===== config.mk =====
export PLATFORM = sky130hd
export DESIGN_NAME = gregorian_date_offset_unit
export DESIGN_NICKNAME = d
export VERILOG_FILES = /design/src/rtl/gdo_pkg.sv /design/src/rtl/gregorian_date_offset_unit.sv /design/src/rtl/gdo_ucode_rom.sv /design/src/rtl/gdo_sequencer.sv /design/src/rtl/gdo_datapath.sv
export SDC_FILE = /design/constraint.sdc
export NUM_CORES = 1
export LEC_CHECK = 0
export BUFFER_PORTS_ARGS = -buffer_cell sky130_fd_sc_hd__buf_2
export CORE_ASPECT_RATIO = 0.75
export CORE_MARGIN = 2
export CORE_UTILIZATION = 44
export DETAILED_ROUTE_END_ITERATION = 16
export REMOVE_ABC_BUFFERS = 1
export SLEW_MARGIN = 20
export SYNTH_ARGS = -nofsm -noshare
export SYNTH_HDL_FRONTEND = slang
export SYNTH_SLANG_ARGS = --single-unit

===== constraint.sdc =====
create_clock -name aclk -period 11.52 [get_ports aclk]
set_input_delay 1.728 -clock aclk [delete_from_list [all_inputs] [get_ports aclk]]
set_output_delay 1.728 -clock aclk [all_outputs]
set_load 0.005 [all_outputs]

===== src/rtl/gdo_pkg.sv =====
// Shared types, constants and helper functions for the Gregorian date offset unit.
// Holds the microcode word format, step addresses and the calendar arithmetic.
// No dependencies; every other file in rtl/ imports this package.
`default_nettype none

package gdo_pkg;

    // Largest year the block accepts, clamped to what the 14-bit year field holds.
    localparam int MAX_YEAR       = 9999;
    localparam int YEAR_FIELD_MAX = 16383;
    localparam int YEAR_LIM       = (MAX_YEAR > YEAR_FIELD_MAX) ? YEAR_FIELD_MAX : MAX_YEAR;

    // Field widths of the transactions.
    localparam int YEAR_W   = 14;
    localparam int MONTH_W  = 4;
    localparam int DAY_W    = 5;
    localparam int OFFSET_W = 17;

    // Working widths: the year carries one extra bit so an increment past the
    // largest 14-bit year does not wrap; the day count holds day of year plus offset.
    localparam int WYEAR_W = YEAR_W + 1;
    localparam int DAYS_W  = OFFSET_W + 1;

    localparam int MONTHS         = 12;
    localparam int DAYS_LEAP_YEAR = 366;
    localparam int DAYS_YEAR      = 365;
    localparam int DAYS_LEAP_FEB  = 29;
    localparam int FEBRUARY       = 2;

    // Month lengths of a common year, indexed by month number.
    localparam logic [DAY_W-1:0] MONTH_LEN [MONTHS+1] =
        '{5'd0, 5'd31, 5'd28, 5'd31, 5'd30, 5'd31, 5'd30,
          5'd31, 5'd31, 5'd30, 5'd31, 5'd30, 5'd31};

    // Reciprocal of 100 scaled by 2^19; exact quotient for all 15-bit years.
    localparam int RECIP_SHIFT = 19;
    localparam int RECIP_100   = 5243;
    localparam int PROD_W      = 28;
    localparam int QUOT_W      = PROD_W - RECIP_SHIFT;

    // Microcode program counter.
    localparam int PC_W = 5;
    typedef logic [PC_W-1:0] pc_t;

    // Step addresses of the microprogram.
    localparam pc_t S_LOAD   = 5'd0;
    localparam pc_t S_SPLIT  = 5'd1;
    localparam pc_t S_SET    = 5'd2;
    localparam pc_t S_MSUM   = 5'd3;
    localparam pc_t S_MADD   = 5'd4;
    localparam pc_t S_OFF    = 5'd5;
    localparam pc_t S_BCHK   = 5'd6;
    localparam pc_t S_BDEC   = 5'd7;
    localparam pc_t S_BWAIT  = 5'd8;
    localparam pc_t S_BADD   = 5'd9;
    localparam pc_t S_FCHK   = 5'd10;
    localparam pc_t S_FSUB   = 5'd11;
    localparam pc_t S_FWAIT  = 5'd12;
    localparam pc_t S_MFIRST = 5'd13;
    localparam pc_t S_MCHK   = 5'd14;
    localparam pc_t S_MSUB   = 5'd15;
    localparam pc_t S_COMMIT = 5'd16;
    localparam pc_t S_FAIL   = 5'd17;
    localparam pc_t S_DONE   = 5'd18;

    // Datapath operations selected by one control word.
    typedef enum logic [3:0] {
        OP_NOP,
        OP_LOAD,
        OP_SET_CHK,
        OP_ADD_MON,
        OP_ADD_OFF,
        OP_DEC_YR,
        OP_ADD_YEAR,
        OP_SUB_YEAR,
        OP_MON_ONE,
        OP_SUB_MON,
        OP_COMMIT,
        OP_FAIL,
        OP_EMIT
    } op_t;

    // Branch conditions tested by one control word.
    typedef enum logic [3:0] {
        C_ALWAYS,
        C_FUNC,
        C_MSUM_DONE,
        C_DAYS_POS,
        C_YR_ZERO,
        C_YR_OVER,
        C_DAYS_LE_DIY,
        C_DAYS_LE_DIM,
        C_OUT_FREE
    } cond_t;

    // One microcode word: operation, branch test, end flag, taken and fall targets.
    typedef struct packed {
        op_t   op;
        cond_t cond;
        logic  fin;
        pc_t   tgt_t;
        pc_t   tgt_f;
    } ucw_t;

    // Status flags that the datapath reports to the sequencer.
    typedef struct packed {
        logic func;
        logic msum_done;
        logic days_pos;
        logic yr_zero;
        logic yr_over;
        logic days_le_diy;
        logic days_le_dim;
        logic out_free;
    } flags_t;

    // Builds one control word.
    function automatic ucw_t uc(input op_t op, input cond_t c, input logic fin,
                                input pc_t tt, input pc_t tf);
        ucw_t w;
        w.op    = op;
        w.cond  = c;
        w.fin   = fin;
        w.tgt_t = tt;
        w.tgt_f = tf;
        return w;
    endfunction

    // Gregorian leap rule; the quotient by 100 comes from a reciprocal multiply.
    function automatic logic is_leap(input logic [WYEAR_W-1:0] y);
        logic [PROD_W-1:0] prod;
        logic [QUOT_W-1:0] q;
        logic [WYEAR_W:0]  q100;
        logic              hund;
        prod = PROD_W'(y) * PROD_W'(RECIP_100);
        q    = prod[PROD_W-1:RECIP_SHIFT];
        q100 = (WYEAR_W+1)'(q) * (WYEAR_W+1)'(100);
        hund = ({1'b0, y} == q100);
        return (y[1:0] == 2'b00) && (!hund || (q[1:0] == 2'b00));
    endfunction

    // Length of a month; zero for a month number outside 1 to 12.
    function automatic logic [DAY_W-1:0] month_days(input logic [MONTH_W-1:0] m,
                                                    input logic leap);
        logic [DAY_W-1:0] len;
        if ((m == '0) || (m > MONTH_W'(MONTHS))) begin
            len = '0;
        end else if ((m == MONTH_W'(FEBRUARY)) && leap) begin
            len = DAY_W'(DAYS_LEAP_FEB);
        end else begin
            len = MONTH_LEN[m];
        end
        return len;
    endfunction

endpackage

`default_nettype wire


===== src/rtl/gregorian_date_offset_unit.sv =====
// Gregorian date offset unit, top level.
// One stream channel in (s_*) and one out (m_*). An input transaction either sets
// the stored date (s_tuser = 0) or advances it by a signed day offset (s_tuser = 1).
// Every input transaction gives exactly one output transaction with an ok flag and
// the stored date as it stands afterwards; a rejected item leaves the date as is.
// Items are worked one at a time by a microcoded sequencer driving one datapath.
// A set runs the load, split, set-check and result steps. An advance runs load
// and split, walks the months before the stored month, adds the offset, walks
// the years backward or forward, then walks the months before the target month;
// an offset near 65535 days walks about 180 years. The year walk takes most of an
// advance: the leap flag is registered after each year step, so each year costs one wait.
// The next item is accepted as soon as the previous result sits in the output
// register, even if the receiver has not taken it yet.
// When the receiver stalls, the result holds in that register and a following
// item waits at its last step.
// Reset (aresetn low, synchronous) clears the stored date to 0.0.0, empties the
// output register and returns the sequencer to idle.
// Depends on gdo_pkg, gdo_sequencer, gdo_ucode_rom and gdo_datapath.
`default_nettype none

module gregorian_date_offset_unit
    import gdo_pkg::*;
(
    input  wire         aclk,
    input  wire         aresetn,
    input  wire         s_tvalid,
    output logic        s_tready,
    input  wire  [39:0] s_tdata,   // year_in[13:0], month_in[17:14], day_in[22:18],
                                   // day_offset[39:23]
    input  wire         s_tuser,   // func: 0 set date, 1 advance
    output logic        m_tvalid,
    input  wire         m_tready,
    output logic [23:0] m_tdata    // ok[0], year_out[14:1], month_out[18:15],
                                   // day_out[23:19]
);

    logic               accept;
    logic               busy;
    op_t                op;
    flags_t             flags;
    logic               ok_out;
    logic [YEAR_W-1:0]  year_out;
    logic [MONTH_W-1:0] month_out;
    logic [DAY_W-1:0]   day_out;

    // A new transaction is taken whenever the sequencer is idle.
    assign s_tready = !busy;
    assign accept   = s_tvalid && s_tready;

    gdo_sequencer u_seq (
        .aclk    (aclk),
        .aresetn (aresetn),
        .start   (accept),
        .flags   (flags),
        .op      (op),
        .busy    (busy)
    );

    gdo_datapath u_dp (
        .aclk       (aclk),
        .aresetn    (aresetn),
        .accept     (accept),
        .func_in    (s_tuser),
        .year_in    (s_tdata[13:0]),
        .month_in   (s_tdata[17:14]),
        .day_in     (s_tdata[22:18]),
        .day_offset ($signed(s_tdata[39:23])),
        .op         (op),
        .flags      (flags),
        .out_ready  (m_tready),
        .out_valid  (m_tvalid),
        .ok_out     (ok_out),
        .year_out   (year_out),
        .month_out  (month_out),
        .day_out    (day_out)
    );

    // Pack the result fields, lowest first.
    assign m_tdata = {day_out, month_out, year_out, ok_out};

endmodule

`default_nettype wire


===== src/rtl/gdo_ucode_rom.sv =====
// Microprogram of the date offset unit: one control word per step address.
// Depends on gdo_pkg for the word format, operations, conditions and addresses.
`default_nettype none

module gdo_ucode_rom
    import gdo_pkg::*;
(
    input  wire pc_t  addr,
    output ucw_t      word
);

    // Program table; unused addresses fall to the failure step.
    always_comb begin
        case (addr)
            S_LOAD:   word = uc(OP_LOAD,     C_ALWAYS,      1'b0, S_SPLIT,  S_SPLIT);
            S_SPLIT:  word = uc(OP_NOP,      C_FUNC,        1'b0, S_MSUM,   S_SET);
            S_SET:    word = uc(OP_SET_CHK,  C_ALWAYS,      1'b0, S_DONE,   S_DONE);
            S_MSUM:   word = uc(OP_NOP,      C_MSUM_DONE,   1'b0, S_OFF,    S_MADD);
            S_MADD:   word = uc(OP_ADD_MON,  C_ALWAYS,      1'b0, S_MSUM,   S_MSUM);
            S_OFF:    word = uc(OP_ADD_OFF,  C_ALWAYS,      1'b0, S_BCHK,   S_BCHK);
            S_BCHK:   word = uc(OP_NOP,      C_DAYS_POS,    1'b0, S_FCHK,   S_BDEC);
            S_BDEC:   word = uc(OP_DEC_YR,   C_YR_ZERO,     1'b0, S_FAIL,   S_BWAIT);
            S_BWAIT:  word = uc(OP_NOP,      C_ALWAYS,      1'b0, S_BADD,   S_BADD);
            S_BADD:   word = uc(OP_ADD_YEAR, C_ALWAYS,      1'b0, S_BCHK,   S_BCHK);
            S_FCHK:   word = uc(OP_NOP,      C_DAYS_LE_DIY, 1'b0, S_MFIRST, S_FSUB);
            S_FSUB:   word = uc(OP_SUB_YEAR, C_ALWAYS,      1'b0, S_FWAIT,  S_FWAIT);
            S_FWAIT:  word = uc(OP_NOP,      C_YR_OVER,     1'b0, S_FAIL,   S_FCHK);
            S_MFIRST: word = uc(OP_MON_ONE,  C_ALWAYS,      1'b0, S_MCHK,   S_MCHK);
            S_MCHK:   word = uc(OP_NOP,      C_DAYS_LE_DIM, 1'b0, S_COMMIT, S_MSUB);
            S_MSUB:   word = uc(OP_SUB_MON,  C_ALWAYS,      1'b0, S_MCHK,   S_MCHK);
            S_COMMIT: word = uc(OP_COMMIT,   C_ALWAYS,      1'b0, S_DONE,   S_DONE);
            S_FAIL:   word = uc(OP_FAIL,     C_ALWAYS,      1'b0, S_DONE,   S_DONE);
            S_DONE:   word = uc(OP_EMIT,     C_OUT_FREE,    1'b1, S_LOAD,   S_DONE);
            default:  word = uc(OP_NOP,      C_ALWAYS,      1'b0, S_FAIL,   S_FAIL);
        endcase
    end

endmodule

`default_nettype wire


===== src/rtl/gdo_sequencer.sv =====
// Microcode sequencer: step counter, branch test and busy flag.
// Depends on gdo_pkg and instantiates gdo_ucode_rom.
`default_nettype none

module gdo_sequencer
    import gdo_pkg::*;
(
    input  wire         aclk,
    input  wire         aresetn,
    input  wire         start,
    input  wire flags_t flags,
    output op_t         op,
    output logic        busy
);

    pc_t  pc_reg, pc_next;
    logic busy_reg, busy_next;
    ucw_t word;
    logic hit;

    gdo_ucode_rom u_rom (
        .addr (pc_reg),
        .word (word)
    );

    // Select the branch condition named by the current word.
    always_comb begin
        case (word.cond)
            C_ALWAYS:      hit = 1'b1;
            C_FUNC:        hit = flags.func;
            C_MSUM_DONE:   hit = flags.msum_done;
            C_DAYS_POS:    hit = flags.days_pos;
            C_YR_ZERO:     hit = flags.yr_zero;
            C_YR_OVER:     hit = flags.yr_over;
            C_DAYS_LE_DIY: hit = flags.days_le_diy;
            C_DAYS_LE_DIM: hit = flags.days_le_dim;
            C_OUT_FREE:    hit = flags.out_free;
            default:       hit = 1'b1;
        endcase
    end

    // Next step: start the program on a new transaction, otherwise branch.
    always_comb begin
        pc_next   = pc_reg;
        busy_next = busy_reg;
        if (!busy_reg) begin
            if (start) begin
                busy_next = 1'b1;
                pc_next   = S_LOAD;
            end
        end else begin
            pc_next = hit ? word.tgt_t : word.tgt_f;
            if (word.fin && hit) begin
                busy_next = 1'b0;
            end
        end
    end

    always_ff @(posedge aclk) begin
        if (!aresetn) begin
            pc_reg   <= S_LOAD;
            busy_reg <= 1'b0;
        end else begin
            pc_reg   <= pc_next;
            busy_reg <= busy_next;
        end
    end

    assign op   = busy_reg ? word.op : OP_NOP;
    assign busy = busy_reg;

    // The program ends only through the result step, once the output is free.
    a_end_after_emit: assert property (@(posedge aclk) disable iff (!aresetn)
        (busy_reg && (word.op == OP_EMIT) && flags.out_free) |=> !busy_reg)
        else $error("sequencer did not finish after emitting a result");

    // The step counter stays inside the program while busy.
    a_pc_in_program: assert property (@(posedge aclk) disable iff (!aresetn)
        busy_reg |-> (pc_reg <= S_DONE))
        else $error("step counter left the program");

endmodule

`default_nettype wire


===== src/rtl/gdo_datapath.sv =====
// Datapath of the date offset unit: input latch, working year, day count,
// month counter, leap flag, stored date and the output register.
// Depends on gdo_pkg; driven by the operation code from gdo_sequencer.
`default_nettype none

module gdo_datapath
    import gdo_pkg::*;
(
    input  wire                        aclk,
    input  wire                        aresetn,
    input  wire                        accept,
    input  wire                        func_in,
    input  wire  [YEAR_W-1:0]          year_in,
    input  wire  [MONTH_W-1:0]         month_in,
    input  wire  [DAY_W-1:0]           day_in,
    input  wire  signed [OFFSET_W-1:0] day_offset,
    input  wire  op_t                  op,
    output flags_t                     flags,
    input  wire                        out_ready,
    output logic                       out_valid,
    output logic                       ok_out,
    output logic [YEAR_W-1:0]          year_out,
    output logic [MONTH_W-1:0]         month_out,
    output logic [DAY_W-1:0]           day_out
);

    // Latched input transaction.
    logic                       func_reg;
    logic [YEAR_W-1:0]          yin_reg;
    logic [MONTH_W-1:0]         min_reg;
    logic [DAY_W-1:0]           din_reg;
    logic signed [OFFSET_W-1:0] off_reg;

    // Working registers.
    logic [WYEAR_W-1:0]       yr_reg, yr_next;
    logic [MONTH_W-1:0]       mon_reg, mon_next;
    logic signed [DAYS_W-1:0] days_reg, days_next;
    logic                     leap_reg;
    logic                     ok_reg, ok_next;

    // Stored date.
    logic [YEAR_W-1:0]  cur_year_reg, cur_year_next;
    logic [MONTH_W-1:0] cur_month_reg, cur_month_next;
    logic [DAY_W-1:0]   cur_day_reg, cur_day_next;

    // Output register.
    logic               m_valid_reg, m_valid_next;
    logic               m_ok_reg;
    logic [YEAR_W-1:0]  m_year_reg;
    logic [MONTH_W-1:0] m_month_reg;
    logic [DAY_W-1:0]   m_day_reg;

    logic                     out_free;
    logic [DAY_W-1:0]         dim;
    logic signed [DAYS_W-1:0] dim_s;
    logic signed [DAYS_W-1:0] diy_s;
    logic                     set_ok;

    // Month and year lengths for the working year and month.
    assign dim    = month_days(mon_reg, leap_reg);
    assign dim_s  = $signed(DAYS_W'(dim));
    assign diy_s  = leap_reg ? $signed(DAYS_W'(DAYS_LEAP_YEAR)) : $signed(DAYS_W'(DAYS_YEAR));
    assign out_free = !m_valid_reg || out_ready;
    assign set_ok = (yr_reg <= WYEAR_W'(YEAR_LIM)) && (dim != '0) &&
                    (days_reg > 0) && (days_reg <= dim_s);

    // Flags for the sequencer's branch tests.
    assign flags.func        = func_reg;
    assign flags.msum_done   = (mon_reg >= cur_month_reg) || (mon_reg > MONTH_W'(MONTHS));
    assign flags.days_pos    = (days_reg > 0);
    assign flags.yr_zero     = (yr_reg == '0);
    assign flags.yr_over     = (yr_reg > WYEAR_W'(YEAR_LIM));
    assign flags.days_le_diy = (days_reg <= diy_s);
    assign flags.days_le_dim = (days_reg <= dim_s);
    assign flags.out_free    = out_free;

    // Operation decode.
    always_comb begin
        yr_next        = yr_reg;
        mon_next       = mon_reg;
        days_next      = days_reg;
        ok_next        = ok_reg;
        cur_year_next  = cur_year_reg;
        cur_month_next = cur_month_reg;
        cur_day_next   = cur_day_reg;
        m_valid_next   = m_valid_reg && !out_ready;
        case (op)
            OP_NOP: begin
            end
            OP_LOAD: begin
                if (func_reg) begin
                    yr_next   = WYEAR_W'(cur_year_reg);
                    mon_next  = MONTH_W'(1);
                    days_next = $signed(DAYS_W'(cur_day_reg));
                end else begin
                    yr_next   = WYEAR_W'(yin_reg);
                    mon_next  = min_reg;
                    days_next = $signed(DAYS_W'(din_reg));
                end
            end
            OP_SET_CHK: begin
                ok_next = set_ok;
                if (set_ok) begin
                    cur_year_next  = yr_reg[YEAR_W-1:0];
                    cur_month_next = mon_reg;
                    cur_day_next   = days_reg[DAY_W-1:0];
                end
            end
            OP_ADD_MON: begin
                days_next = days_reg + dim_s;
                mon_next  = mon_reg + MONTH_W'(1);
            end
            OP_ADD_OFF: begin
                days_next = days_reg + DAYS_W'(off_reg);
            end
            OP_DEC_YR: begin
                yr_next = yr_reg - WYEAR_W'(1);
            end
            OP_ADD_YEAR: begin
                days_next = days_reg + diy_s;
            end
            OP_SUB_YEAR: begin
                days_next = days_reg - diy_s;
                yr_next   = yr_reg + WYEAR_W'(1);
            end
            OP_MON_ONE: begin
                mon_next = MONTH_W'(1);
            end
            OP_SUB_MON: begin
                days_next = days_reg - dim_s;
                mon_next  = mon_reg + MONTH_W'(1);
            end
            OP_COMMIT: begin
                ok_next        = 1'b1;
                cur_year_next  = yr_reg[YEAR_W-1:0];
                cur_month_next = mon_reg;
                cur_day_next   = days_reg[DAY_W-1:0];
            end
            OP_FAIL: begin
                ok_next = 1'b0;
            end
            OP_EMIT: begin
                if (out_free) begin
                    m_valid_next = 1'b1;
                end
            end
            default: begin
            end
        endcase
    end

    // Control state and the stored date.
    always_ff @(posedge aclk) begin
        if (!aresetn) begin
            cur_year_reg  <= '0;
            cur_month_reg <= '0;
            cur_day_reg   <= '0;
            m_valid_reg   <= 1'b0;
        end else begin
            cur_year_reg  <= cur_year_next;
            cur_month_reg <= cur_month_next;
            cur_day_reg   <= cur_day_next;
            m_valid_reg   <= m_valid_next;
        end
    end

    // Payload registers; the leap flag follows the working year in the next cycle.
    always_ff @(posedge aclk) begin
        if (accept) begin
            func_reg <= func_in;
            yin_reg  <= year_in;
            min_reg  <= month_in;
            din_reg  <= day_in;
            off_reg  <= day_offset;
        end
        yr_reg   <= yr_next;
        mon_reg  <= mon_next;
        days_reg <= days_next;
        ok_reg   <= ok_next;
        leap_reg <= is_leap(yr_reg);
        if ((op == OP_EMIT) && out_free) begin
            m_ok_reg    <= ok_reg;
            m_year_reg  <= cur_year_reg;
            m_month_reg <= cur_month_reg;
            m_day_reg   <= cur_day_reg;
        end
    end

    assign out_valid = m_valid_reg;
    assign ok_out    = m_ok_reg;
    assign year_out  = m_year_reg;
    assign month_out = m_month_reg;
    assign day_out   = m_day_reg;

    // A committed day lies inside the month that the walk found.
    a_commit_day: assert property (@(posedge aclk) disable iff (!aresetn)
        (op == OP_COMMIT) |-> ((days_reg > 0) && (days_reg <= dim_s)))
        else $error("committed day outside its month");

    // A committed year stays within the year limit.
    a_commit_year: assert property (@(posedge aclk) disable iff (!aresetn)
        (op == OP_COMMIT) |-> (yr_reg <= WYEAR_W'(YEAR_LIM)))
        else $error("committed year above the limit");

    // The stored date is either the reset date or has a real month and day.
    a_stored_date: assert property (@(posedge aclk) disable iff (!aresetn)
        (cur_month_reg == '0) |->
            ((cur_day_reg == '0) && (cur_year_reg == '0)))
        else $error("stored date has no month but a day or year");

endmodule

`default_nettype wire

==> results of run 1 <==
placed cells by master (no fill, tap or decap), types with 10 or more instances in the layout:
cell       synthesis  final
a21o_1            21     21
a21oi_1           68     67
a22oi_1           10     10
and3_1            18     18
buf_2              5     70
buf_4              2     11
clkbuf_16          0     17
dfxtp_1           49     49
edfxtp_1         103    103
fa_1              77     77
ha_1             203    203
inv_1            164    164
mux2i_1           48     48
nand2_1           85     85
nand3_1           17     17
nand4_1           14     14
nor2_1            90     88
nor2b_1           14     14
nor3_1            25     24
nor4_1            10     10
o211ai_1          10     10
o21a_1            12     12
o21ai_0           64     64
o22ai_1           11     11
xnor2_1           42     42
xor2_1            21     21
critical path, delay by kind of cell (launching register included):
| family | cells | cell delay, ns |
|---|---|---|
| xor+xnor | 2 | 0.60 |
| compound gates | 13 | 2.85 |
| fa+ha+maj | 10 | 4.12 |
| flops | 1 | 0.72 |
| buf+inv | 6 | 0.28 |
cell usage after synthesis (5+ instances only):
| cell type | count |
|---|---|
| buf_2 | 5 |
| nor2_1 | 90 |
| or2_2 | 6 |
| o211ai_1 | 10 |
| a22oi_1 | 10 |
| edfxtp_1 | 103 |
| fa_1 | 77 |
| a31o_2 | 5 |
| xnor2_1 | 42 |
| o21ai_0 | 64 |
| clkbuf_1 | 37 |
| a31oi_1 | 7 |
| o22ai_1 | 11 |
| mux2i_1 | 48 |
| nor2b_1 | 14 |
| nand4_1 | 14 |
| nand2_1 | 85 |
| a21o_1 | 21 |
| nand3_1 | 17 |
| o21a_1 | 12 |
| o31ai_1 | 9 |
| xor2_1 | 21 |
| a21oi_1 | 68 |
| inv_1 | 164 |
| and3_1 | 18 |
| a21boi_0 | 5 |
| o221ai_1 | 6 |
| or3_1 | 8 |
| ha_1 | 203 |
| a211oi_1 | 9 |
| nor4_1 | 10 |
| nand2b_1 | 8 |
| a2111oi_0 | 5 |
| nor3_1 | 25 |
| or4_1 | 7 |
| o21bai_1 | 6 |
| dfxtp_1 | 49 |
| and2_1 | 8 |
final timing paths:
kind | to | depth (start not counted)
max reg2reg | u_dp.leap_reg$_DFF_P_ | 31
min | u_dp.ok_out$_DFFE_PP_ | 0
min reg2reg | u_dp.ok_out$_DFFE_PP_ | 0
max | u_dp.leap_reg$_DFF_P_ | 31
metrics by stage:
step | instance area [sq um] | util | hold WS [ns] | std cells | setup WS (ns)
after floorplan | 13420 | - | 0.4003 | 1336 | 3.631
after detailed placement | 14380 | 0.4748 | 0.4118 | 1816 | 2.903
after global placement | 14380 | 0.4748 | 0.4079 | 1816 | 3.140
after CTS | 14980 | 0.4948 | 0.4269 | 1848 | 2.882
after global routing | 15010 | 0.4957 | 0.4561 | 1849 | 2.371
final | 15010 | 0.4957 | 0.4249 | 1849 | 2.844
cell families (layout without fill, tap and decap cells):
logic type | Yosys count | in the layout
xor gates and xnor gates | 63 | 63
adders and majority gates | 280 | 280
AOI/OAI and AO/OA | 289 | 289
buffers and inverters | 215 | 283
DFF | 152 | 152
muxes | 51 | 51
and+or+nand+nor | 332 | 332
cell type report:
cell class / instances / area, sq um / share of cell area
clock buffer: 17 / 425.4 / 0.02834
clock inverter: 15 / 181.4 / 0.01209
inverter: 169 / 634.4 / 0.04226
multi-input combinational: 1015 / 8736 / 0.5820
sequential: 152 / 4074 / 0.2714
tap: 399 / 499.2 / 0.03326
timing repair buffer: 82 / 460.4 / 0.03067
routing by layer:
layer,global-route usage,vias up,wire length (um)
li1,-,5027,-
met1,0.3685,5000,19000
met2,0.2957,298,13640
met3,0.03351,21,2053
met4,0.04966,0,354
met5,0,-,0
==> summary.txt, run 1 <==
Synthesis
  – Synth Area in Simple Gates: 0.1215
  – Yosys top cell area share: 0.2271
  – Register area share after synthesis: 0.2991
  – Adder-Cell Fraction of Synth Area: 0.2997
  – Synth Area in Compound Gates: 0.1401
  – Cell count after synthesis: 1382
  – Synth Cell Area: 13620 sq um
  – Synth top area cells: edfxtp_1 (23%), ha_1 (19%), fa_1 (11%)
  – Yosys reg bits: between 150 and 200
  – Avg Cell Area, Syn: 9.855 sq um
  – Post-synthesis xor/xnor area fraction: 0.04051
  – Main combinational cell family by area after synthesis: adder cells
  – Distinct cells, synth: 77
  – Mux share of post-synthesis cell area: 0.03776
  – Yosys top cell by area: edfxtp_1
  – EDFF count, synth: 103
  – Most common flop cell mapped by yosys: edfxtp_1
  – Yosys warns: 0
  – Asr flop ratio synth: 0

Clock tree
  – CTS HTree Levels: 4
  – Hold-fix buffers at CTS: 0
  – CTS Root Cell: clkbuf_16
  – Clk pin slew, worst setup/hold paths: 0.07 ns
  – Postcts setup bufs: 0
  – CTS tree: done
  – CTS resizes: 0
  – Worst skew pair latency: around 0.46 ns
  – Maximum buffer depth of the clock tree: 2
  – TritonCTS Sinks: between 150 and 200
  – Num CTS Buffers: 17

STA
  – Endpoints failing setup: 0
  – Clk_skew: 0.01541 ns
  – Tmin final: 8.676 ns
  – Setup TNS: 0 ns
  – Slew Limit Fails: 0
  – Final hold violations: 0
  – Rel. slew slack: 0.2796
  – Period utilization: 0.7531
  – Least-Margin Pin Slew: 1.074 ns
  – RSZ-0062 raised after global routing: false
  – Maximum clock rate: approximately 120 MHz

Critical path
  – Crit Path Category: reg -> reg
  – Worst Setup End Kind: register
  – WP data required: 11.87 ns
  – Most frequent CP cell: inv_1
  – CP startpoint kind: register
  – CP max-delay cell: edfxtp_1
  – CP Max Fanout: 12
  – R2r setup slk: 2.84 ns
  – Crit path from: u_dp.yr_reg[9]$_DFFE_PP_
  – Critical path's largest stage delay: 0.72 ns
  – Data arrival, critical path: 9.03 ns
  – Worst r2r src: u_dp.yr_reg[9]$_DFFE_PP_

Route
  – Drt drc: 0
  – Vias: 10350
  – Vias per cell: 5.595
  – Mean routed wirelength per cell: 18.96 um
  – DRT iter0 DRCs: 829
  – ANT nets after route: 0
  – Pre-antenna DRT Iters: 7
  – DRT Wirelength: 35050 um

Place
  – Dpl hpwl: 27210 um
  – PortBufs: 70
  – GPL Wtd Cong: 0.9146

Finish
  – Area grow syn2layout: 10.22%
  – Antenna cells: 0
  – Fraction of layout cells with a size suffix above 1: 0.1007
  – # fillers: ~2800
  – Layout Nets: 1762

Die
  – Std-Cell Rows: 55
  – I/O pin cnt: 71
  – Placeable Area: 30280 sq um
  – Die area: roughly 32000 sq um
  – Die Y: 156.4 um
  – Initial cell density of the core: 0.4498
  – Die W: 207.2 um

Job
  – Maxcap violations: 0

GRT
  – Global-route wire length before repair: approximately 56000 um
  – Vias in the first global route: between 9000 and 10000
  – Grt ovf: 0
  – Tot GR Track Use: 0.2228
  – Initial antenna violation count: 0
  – Pin count of the biggest net entering global routing: 30

Worst hold path
  – HP Class: reg -> reg
  – Hold path start: u_dp.ok_reg$_DFFE_PP_

Run status
  – Outcome: finished clean
Power of run 1 is left out: the tool's default activity adds up to more than one toggle a clock period on the data nets, which glitch-free logic cannot reach.
==> inputs of run 2 (changes only) <==
- ABC_AREA: default -> 1
- clock period: 11.52 -> 7.45 ns (I/O delays scaled with it)
==> run 2 against run 1 <==
First-iteration DRC count increased by 22%. Area after synthesis is 1.9% higher. Flip-flop and latch count unchanged. Cell count increased by 21%. Count of clock-buffer cells in the layout increased by 2. Non-clock buffer count is 90 higher. Setup slack worse by 2.7 ns. Clock skew shrank 0.0020 ns. Final area increased by 8.9%. Critical endpoint unchanged. Core utilization is 2.8 points higher. Maximum frequency rose by 19%. Register-to-register slack got worse by 2.7 ns.
==> summary.txt, run 2 <==
STA
  – Clk_skew: 0.01338 ns (-0.002026 ns)
  – Final hold violations: 0 (unchanged)
  – WHS: 0.4363 ns (+0.01140 ns)
  – Maximum clock rate: 137.5 MHz (+19%)
  – Endpoints failing setup: 0 (unchanged)
  – Rel. slew slack: 0.3908 (+0.1112)
  – Least-Margin Pin Slew: 0.9068 ns (-0.1671 ns)
  – Period utilization: 0.9761 (+0.2230)
  – RSZ-0062 raised after global routing: true
  – Tmin final: 7.272 ns (-1.404 ns)
  – Slew Limit Fails: 0 (unchanged)

Die
  – Die area: 33000 sq um (+1.9%)
  – Std-Cell Rows: 56 (+1.8%)
  – Placeable Area: 31180 sq um (+3.0%)
  – Die Y: 157.8 um (+0.93%)
  – I/O pin cnt: 71 (unchanged)
  – Initial cell density of the core: 0.4452 (-0.004569)
  – Die W: 209.1 um (+0.94%)

Critical path
  – CP Max Fanout: 6 (-6)
  – Crit-path leading delay family: adder cells
  – Worst r2r src: u_dp.yr_reg[10]$_DFFE_PP_
  – Data arrival, critical path: 7.62 ns (-1.41 ns)
  – Worst r2r path cells: 37 (+19%)
  – Most frequent CP cell: inv_2
  – Critical path's largest stage delay: 0.55 ns (-0.17 ns)
  – CP bufs+invs: 8 (+2)
  – Crit Path Category: reg -> reg
  – Worst Setup End Kind: register
  – R2r setup slk: 0.18 ns (-2.67 ns)
  – CP max-delay cell: fa_1
  – RR Endpoint: u_dp.leap_reg$_DFF_P_
  – CP startpoint kind: register
  – WP data required: 7.79 ns (-4.08 ns)

Finish
  – Area grow syn2layout: 17.74%
  – Layout Nets: 2148 (+22%)
  – Most frequent cells in the layout: nand2_1 (314), inv_1 (253), ha_1 (190)
  – Fraction of layout cells with a size suffix above 1: 0.1770 (+0.07633)
  – Multi-input combinational cell area: 9052 sq um (+3.6%)
  – Sequential cell area: 4074 sq um (unchanged)
  – Commonest non-fill, non-tap cell in the layout: nand2_1
  – # fillers: 2930 (+4.6%)
  – Util after Layout: 0.5242 (+0.02845)
  – Antenna cells: 0 (unchanged)
  – Final instance area: 16340 sq um (+8.9%)

Route
  – Drt drc: 0 (unchanged)
  – Pre-antenna DRT Iters: 6 (-1)
  – DRT iter0 DRCs: 1013 (+22%)
  – DRT Wirelength: 37380 um (+6.6%)
  – Vias: 11620 (+12%)
  – Vias per cell: 5.184 (-7.3%)
  – Mean routed wirelength per cell: 16.67 um (-12%)
  – ANT nets after route: 0 (unchanged)

GRT
  – Vias in the first global route: 10930 (+12%)
  – Global-route wire length before repair: 58950 um (+5.4%)
  – Initial antenna violation count: 0 (unchanged)
  – Tot GR Track Use: 0.2309 (+0.008097)
  – Pin count of the biggest net entering global routing: 47 (+57%)
  – Grt ovf: 0 (unchanged)

Synthesis
  – Avg Cell Area, Syn: 8.378 sq um (-15%)
  – Mux share of post-synthesis cell area: 0 (-0.03776)
  – Post-synthesis xor/xnor area fraction: 0.02659 (-0.01393)
  – Most common flop cell mapped by yosys: edfxtp_1
  – Yosys warns: 0 (unchanged)
  – Register area share after synthesis: 0.2935 (-0.005662)
  – Count leader, synth: nand2_1
  – Synth top area cells: edfxtp_1 (22%), ha_1 (18%), fa_1 (11%)
  – Main combinational cell family by area after synthesis: adder cells
  – EDFF count, synth: 103 (unchanged)
  – Yosys reg bits: 152 (unchanged)
  – Yosys top cell area share: 0.2228 (-0.004298)
  – Cell count after synthesis: 1657 (+20%)
  – Synth Area in Simple Gates: 0.1965 (+0.07503)
  – Distinct cells, synth: 54 (-30%)
  – Asr flop ratio synth: 0 (unchanged)
  – Synth Cell Area: 13880 sq um (+1.9%)
  – Adder-Cell Fraction of Synth Area: 0.2940 (-0.005672)
  – Yosys top cell by area: edfxtp_1
  – Synth Area in Compound Gates: 0.1053 (-0.03483)
  – Top post-synthesis cells by count: nand2_1 (327), inv_1 (266), ha_1 (203), nor2_1 (130), a21oi_1 (110)

Place
  – Dpl hpwl: 29520 um (+8.5%)
  – GPL Wtd Cong: 0.9322 (+1.9%)
  – PortBufs: 70 (unchanged)
  – Placement Cell Area: 15220 sq um (+5.9%)

Clock tree
  – TritonCTS Sinks: 152 (unchanged)
  – Maximum buffer depth of the clock tree: 2 (unchanged)
  – Num CTS Buffers: 17 (unchanged)
  – CTS HTree Levels: 4 (unchanged)
  – Clk pin slew, worst setup/hold paths: 0.07 ns (about the same)
  – Worst skew pair latency: 0.45 ns (about the same)
  – CTS Root Cell: clkbuf_16
  – CTS tree: done
  – Hold-fix buffers at CTS: 0 (unchanged)

Worst hold path
  – Hold EP: u_dp.ok_out$_DFFE_PP_
  – Hold path start: u_dp.ok_reg$_DFFE_PP_
  – HP Class: reg -> reg
  – Hold Path Depth: 0 (unchanged)

Run status
  – Outcome: finished clean

Job
  – Maxcap violations: 0 (unchanged)
-- run 2: cell count changes after synthesis, moves of 26 or more --
cell | previous run | this run
xnor2_1 | 42 | 16
nand3_1 | 17 | 86
a21oi_1 | 68 | 110
nor2_1 | 90 | 130
nand2_1 | 85 | 327
inv_1 | 164 | 266
mux2i_1 | 48 | 0
clkbuf_1 | 37 | 11
-- run 2: through the flow --
step	instances	setup TNS [ns]	setup slack, ns
detailed placement	2188	-0.2292	-0.2292
floorplan	1632	0	0.2909
global route	2242	-0.1703	-0.1703
CTS	2225	0	0.03443
global placement	2188	-0.1241	-0.1241
finish	2242	0	0.1780
-- run 2: worst max path at each step --
stage                                         start                    end  cells after the start
after floorplan            u_dp.yr_reg[9]$_DFFE_PP_  u_dp.leap_reg$_DFF_P_                     37
after global placement    u_dp.yr_reg[10]$_DFFE_PP_  u_dp.leap_reg$_DFF_P_                     33
after detailed placement  u_dp.yr_reg[11]$_DFFE_PP_  u_dp.leap_reg$_DFF_P_                     35
after CTS                 u_dp.yr_reg[11]$_DFFE_PP_  u_dp.leap_reg$_DFF_P_                     37
after global routing      u_dp.yr_reg[10]$_DFFE_PP_  u_dp.leap_reg$_DFF_P_                     37
final                     u_dp.yr_reg[10]$_DFFE_PP_  u_dp.leap_reg$_DFF_P_                     37
-- run 2: cell type report --
type,instances,area share
sequential,152,0.2493
tap,406,0.03108
clock buffer,19,0.02649
multi-input combinational,1204,0.5539
inverter,276,0.06354
timing repair buffer,172,0.06920
clock inverter,13,0.006583
-- run 2: timing repair --
| action | CTS | global route |
|---|---|---|
| gates resized for setup | 9 | 79 |
| setup buffers | 5 | 17 |
| cloned | 0 | 0 |
| endpoints found under the setup margin | 1 | 1 |
| pin swaps | 1 | 60 |
-- run 2: worst register-to-register path, delay by kind of cell (launching register included) --
family | cells | cell delay, ns
AOI/OAI and AO/OA | 4 | 0.57
xor gates and xnor gates | 1 | 0.19
adders and majority gates | 10 | 3.78
buffers and inverters | 8 | 0.53
DFF | 1 | 0.47
and+or+nand+nor | 14 | 1.64
-- run 2: cells by family after synthesis --
| group | count (synthesis) |
|---|---|
| compound gates | 260 |
| buf+inv | 301 |
| simple gates | 625 |
| xor+xnor | 39 |
| flops | 152 |
| fa+ha+maj | 280 |
-- run 2: layer usage --
metal | wire (um) | share of wire | GRT usage
met5 | 0 | 0 | 0
met3 | 2521 | 0.067 | 0.04225
met1 | 19560 | 0.52 | 0.3651
met4 | 334 | 0.0089 | 0.04456
met2 | 14960 | 0.40 | 0.3237
Power of run 2 is left out for the same reason.
==> inputs of run 3 (changes only) <==
- CORE_ASPECT_RATIO: 0.75 -> default
==> run 3 against run 2 <==
Routed wire length fell by 2.5%. Clock skew is 0.010 ns higher. Flip-flop and latch count is the same.
==> summary.txt, run 3 (same netlist as run 2, synthesis figures left out) <==
Run status
  – Outcome: finished clean

Clock tree
  – Worst skew pair latency: 0.44 ns (about the same)
  – TritonCTS Sinks: 152 (unchanged)
  – Num CTS Buffers: 17 (unchanged)
  – Clk pin slew, worst setup/hold paths: 0.07 ns (about the same)
  – Maximum buffer depth of the clock tree: 2 (unchanged)
  – CTS Root Cell: clkbuf_16
  – CTS HTree Levels: 4 (unchanged)
  – CTS tree: done

Route
  – Vias: 11470 (-1.3%)
  – Vias per cell: 5.206 (+0.41%)
  – Mean routed wirelength per cell: 16.54 um (-0.81%)
  – DRT Wirelength: 36450 um (-2.5%)
  – Drt drc: 0 (unchanged)
  – ANT nets after route: 0 (unchanged)
  – Pre-antenna DRT Iters: 6 (unchanged)
  – DRT iter0 DRCs: 684 (-32%)

Critical path
  – Crit Path Category: reg -> reg
  – CP startpoint kind: register
  – Worst r2r src: u_dp.yr_reg[4]$_DFFE_PP_
  – Worst Setup End Kind: register
  – WP data required: 7.77 ns (-0.02 ns)
  – CP max-delay cell: fa_1
  – Crit path from: u_dp.yr_reg[4]$_DFFE_PP_
  – Data arrival, critical path: 7.57 ns (-0.05 ns)
  – Critical path's largest stage delay: 0.54 ns (about the same)
  – CP Max Fanout: 5 (-1)
  – Most frequent CP cell: nor2_1

Place
  – PortBufs: 70 (unchanged)
  – Dpl hpwl: 28770 um (-2.5%)
  – GPL Wtd Cong: 0.9102 (-2.4%)
  – Dpl ws: -0.1462 ns (+0.08299 ns)

STA
  – Least-Margin Pin Slew: 1.071 ns (+0.1641 ns)
  – RSZ-0062 raised after global routing: true
  – Clk_skew: 0.02335 ns (+0.009967 ns)
  – Setup TNS: 0 ns (unchanged)
  – Slew Limit Fails: 0 (unchanged)
  – Endpoints failing setup: 0 (unchanged)
  – Rel. slew slack: 0.2840 (-0.1068)
  – Final hold violations: 0 (unchanged)
  – Worst setup margin: 0.2021 ns (+0.02412 ns)
  – Tmin final: 7.248 ns (-0.02412 ns)
  – WHS: 0.4558 ns (+0.01944 ns)
  – Period utilization: 0.9729 (-0.003238)
  – Maximum clock rate: 138.0 MHz (+0.33%)

GRT
  – Grt ovf: 0 (unchanged)
  – Global-route wire length before repair: 58180 um (-1.3%)
  – Tot GR Track Use: 0.2239 (-0.007080)
  – Vias in the first global route: 11300 (+3.4%)
  – Initial antenna violation count: 0 (unchanged)
  – Pin count of the biggest net entering global routing: 38 (-19%)

Finish
  – Area grow syn2layout: 15.98%
  – Antenna cells: 0 (unchanged)
  – Layout Nets: 2114 (-1.6%)
  – Commonest non-fill, non-tap cell in the layout: nand2_1
  – Most frequent cells in the layout: nand2_1 (318), inv_1 (258), ha_1 (188)
  – Fraction of layout cells with a size suffix above 1: 0.1537 (-0.02330)

Die
  – Std-Cell Rows: 65 (+16%)
  – Die W: 181.6 um (-13%)
  – Placeable Area: 31310 sq um (+0.42%)
  – Initial cell density of the core: 0.4434 (-0.001868)
  – I/O pin cnt: 71 (unchanged)
  – Die area: 32990 sq um (about the same)
  – Die Y: 181.6 um (+15%)

Worst hold path
  – HP Class: reg -> reg
  – Hold path start: u_dp.cur_year_reg[7]$_SDFFE_PN0P_

Job
  – Maxcap violations: 0 (unchanged)
## run 3: cell count changes in the layout (fill, tap and decap cells not counted), moves of 4 or more
cell	before	now
a21oi_1	99	104
a21oi_2	10	5
buf_4	98	64
clkinv_4	1	6
inv_1	253	258
inv_2	20	15
nand2_1	314	318
nand2_2	22	18
## run 3: stage by stage
stage,util,cells,instance area (sq um)
floorplan,-,1632,13750
finish,0.5142,2204,16100
CTS,0.4993,2192,15630
global placement,0.4792,2156,15010
detailed placement,0.4792,2156,15010
global route,0.5142,2204,16100
## run 3: worst max-delay path, delay by kind of cell, from the launching register on
kind	cells	cell delay, ns
AND/OR/NAND/NOR	16	1.55
adder cells (fa/ha/maj)	10	3.93
XOR/XNOR	1	0.16
AO/OA/AOI/OAI	4	0.38
flip-flops	1	0.50
buffers and inverters	7	0.60
## run 3: layout make-up
class / instances / area, sq um
repair buffers: 138 / 875.8
clock buffers: 19 / 442.9
multi-input cells: 1204 / 9030
flip-flops and latches: 152 / 4074
clock inverters: 13 / 136.4
inverters: 276 / 1039
fillers: 2895 / 15210
well taps: 402 / 503.0
## run 3: repair_timing
action | CTS | global route
gates resized for setup | 3 | 69
pin swaps | 0 | 50
cloned | 0 | 0
setup endpoints to repair | 1 | 1
setup buffers | 4 | 12
hold buffers | 0 | 0
## run 3: path summary, 6_finish.rpt
kind | slack, ns | depth (start not counted) | endpoint
max | 0.20 | 38 | u_dp.leap_reg$_DFF_P_
min | 0.46 | 0 | u_dp.year_out[7]$_DFFE_PP_
max reg2reg | 0.20 | 38 | u_dp.leap_reg$_DFF_P_
min reg2reg | 0.46 | 0 | u_dp.year_out[7]$_DFFE_PP_
## run 3: routing by layer
metal,up-vias,global-route usage,wire [um]
li1,5741,-,-
met1,5442,0.3046,17090
met2,243,0.3778,17420
met3,47,0.02688,1290
met4,0,0.06114,643
met5,-,0,0
Power of run 3 is left out for the same reason.
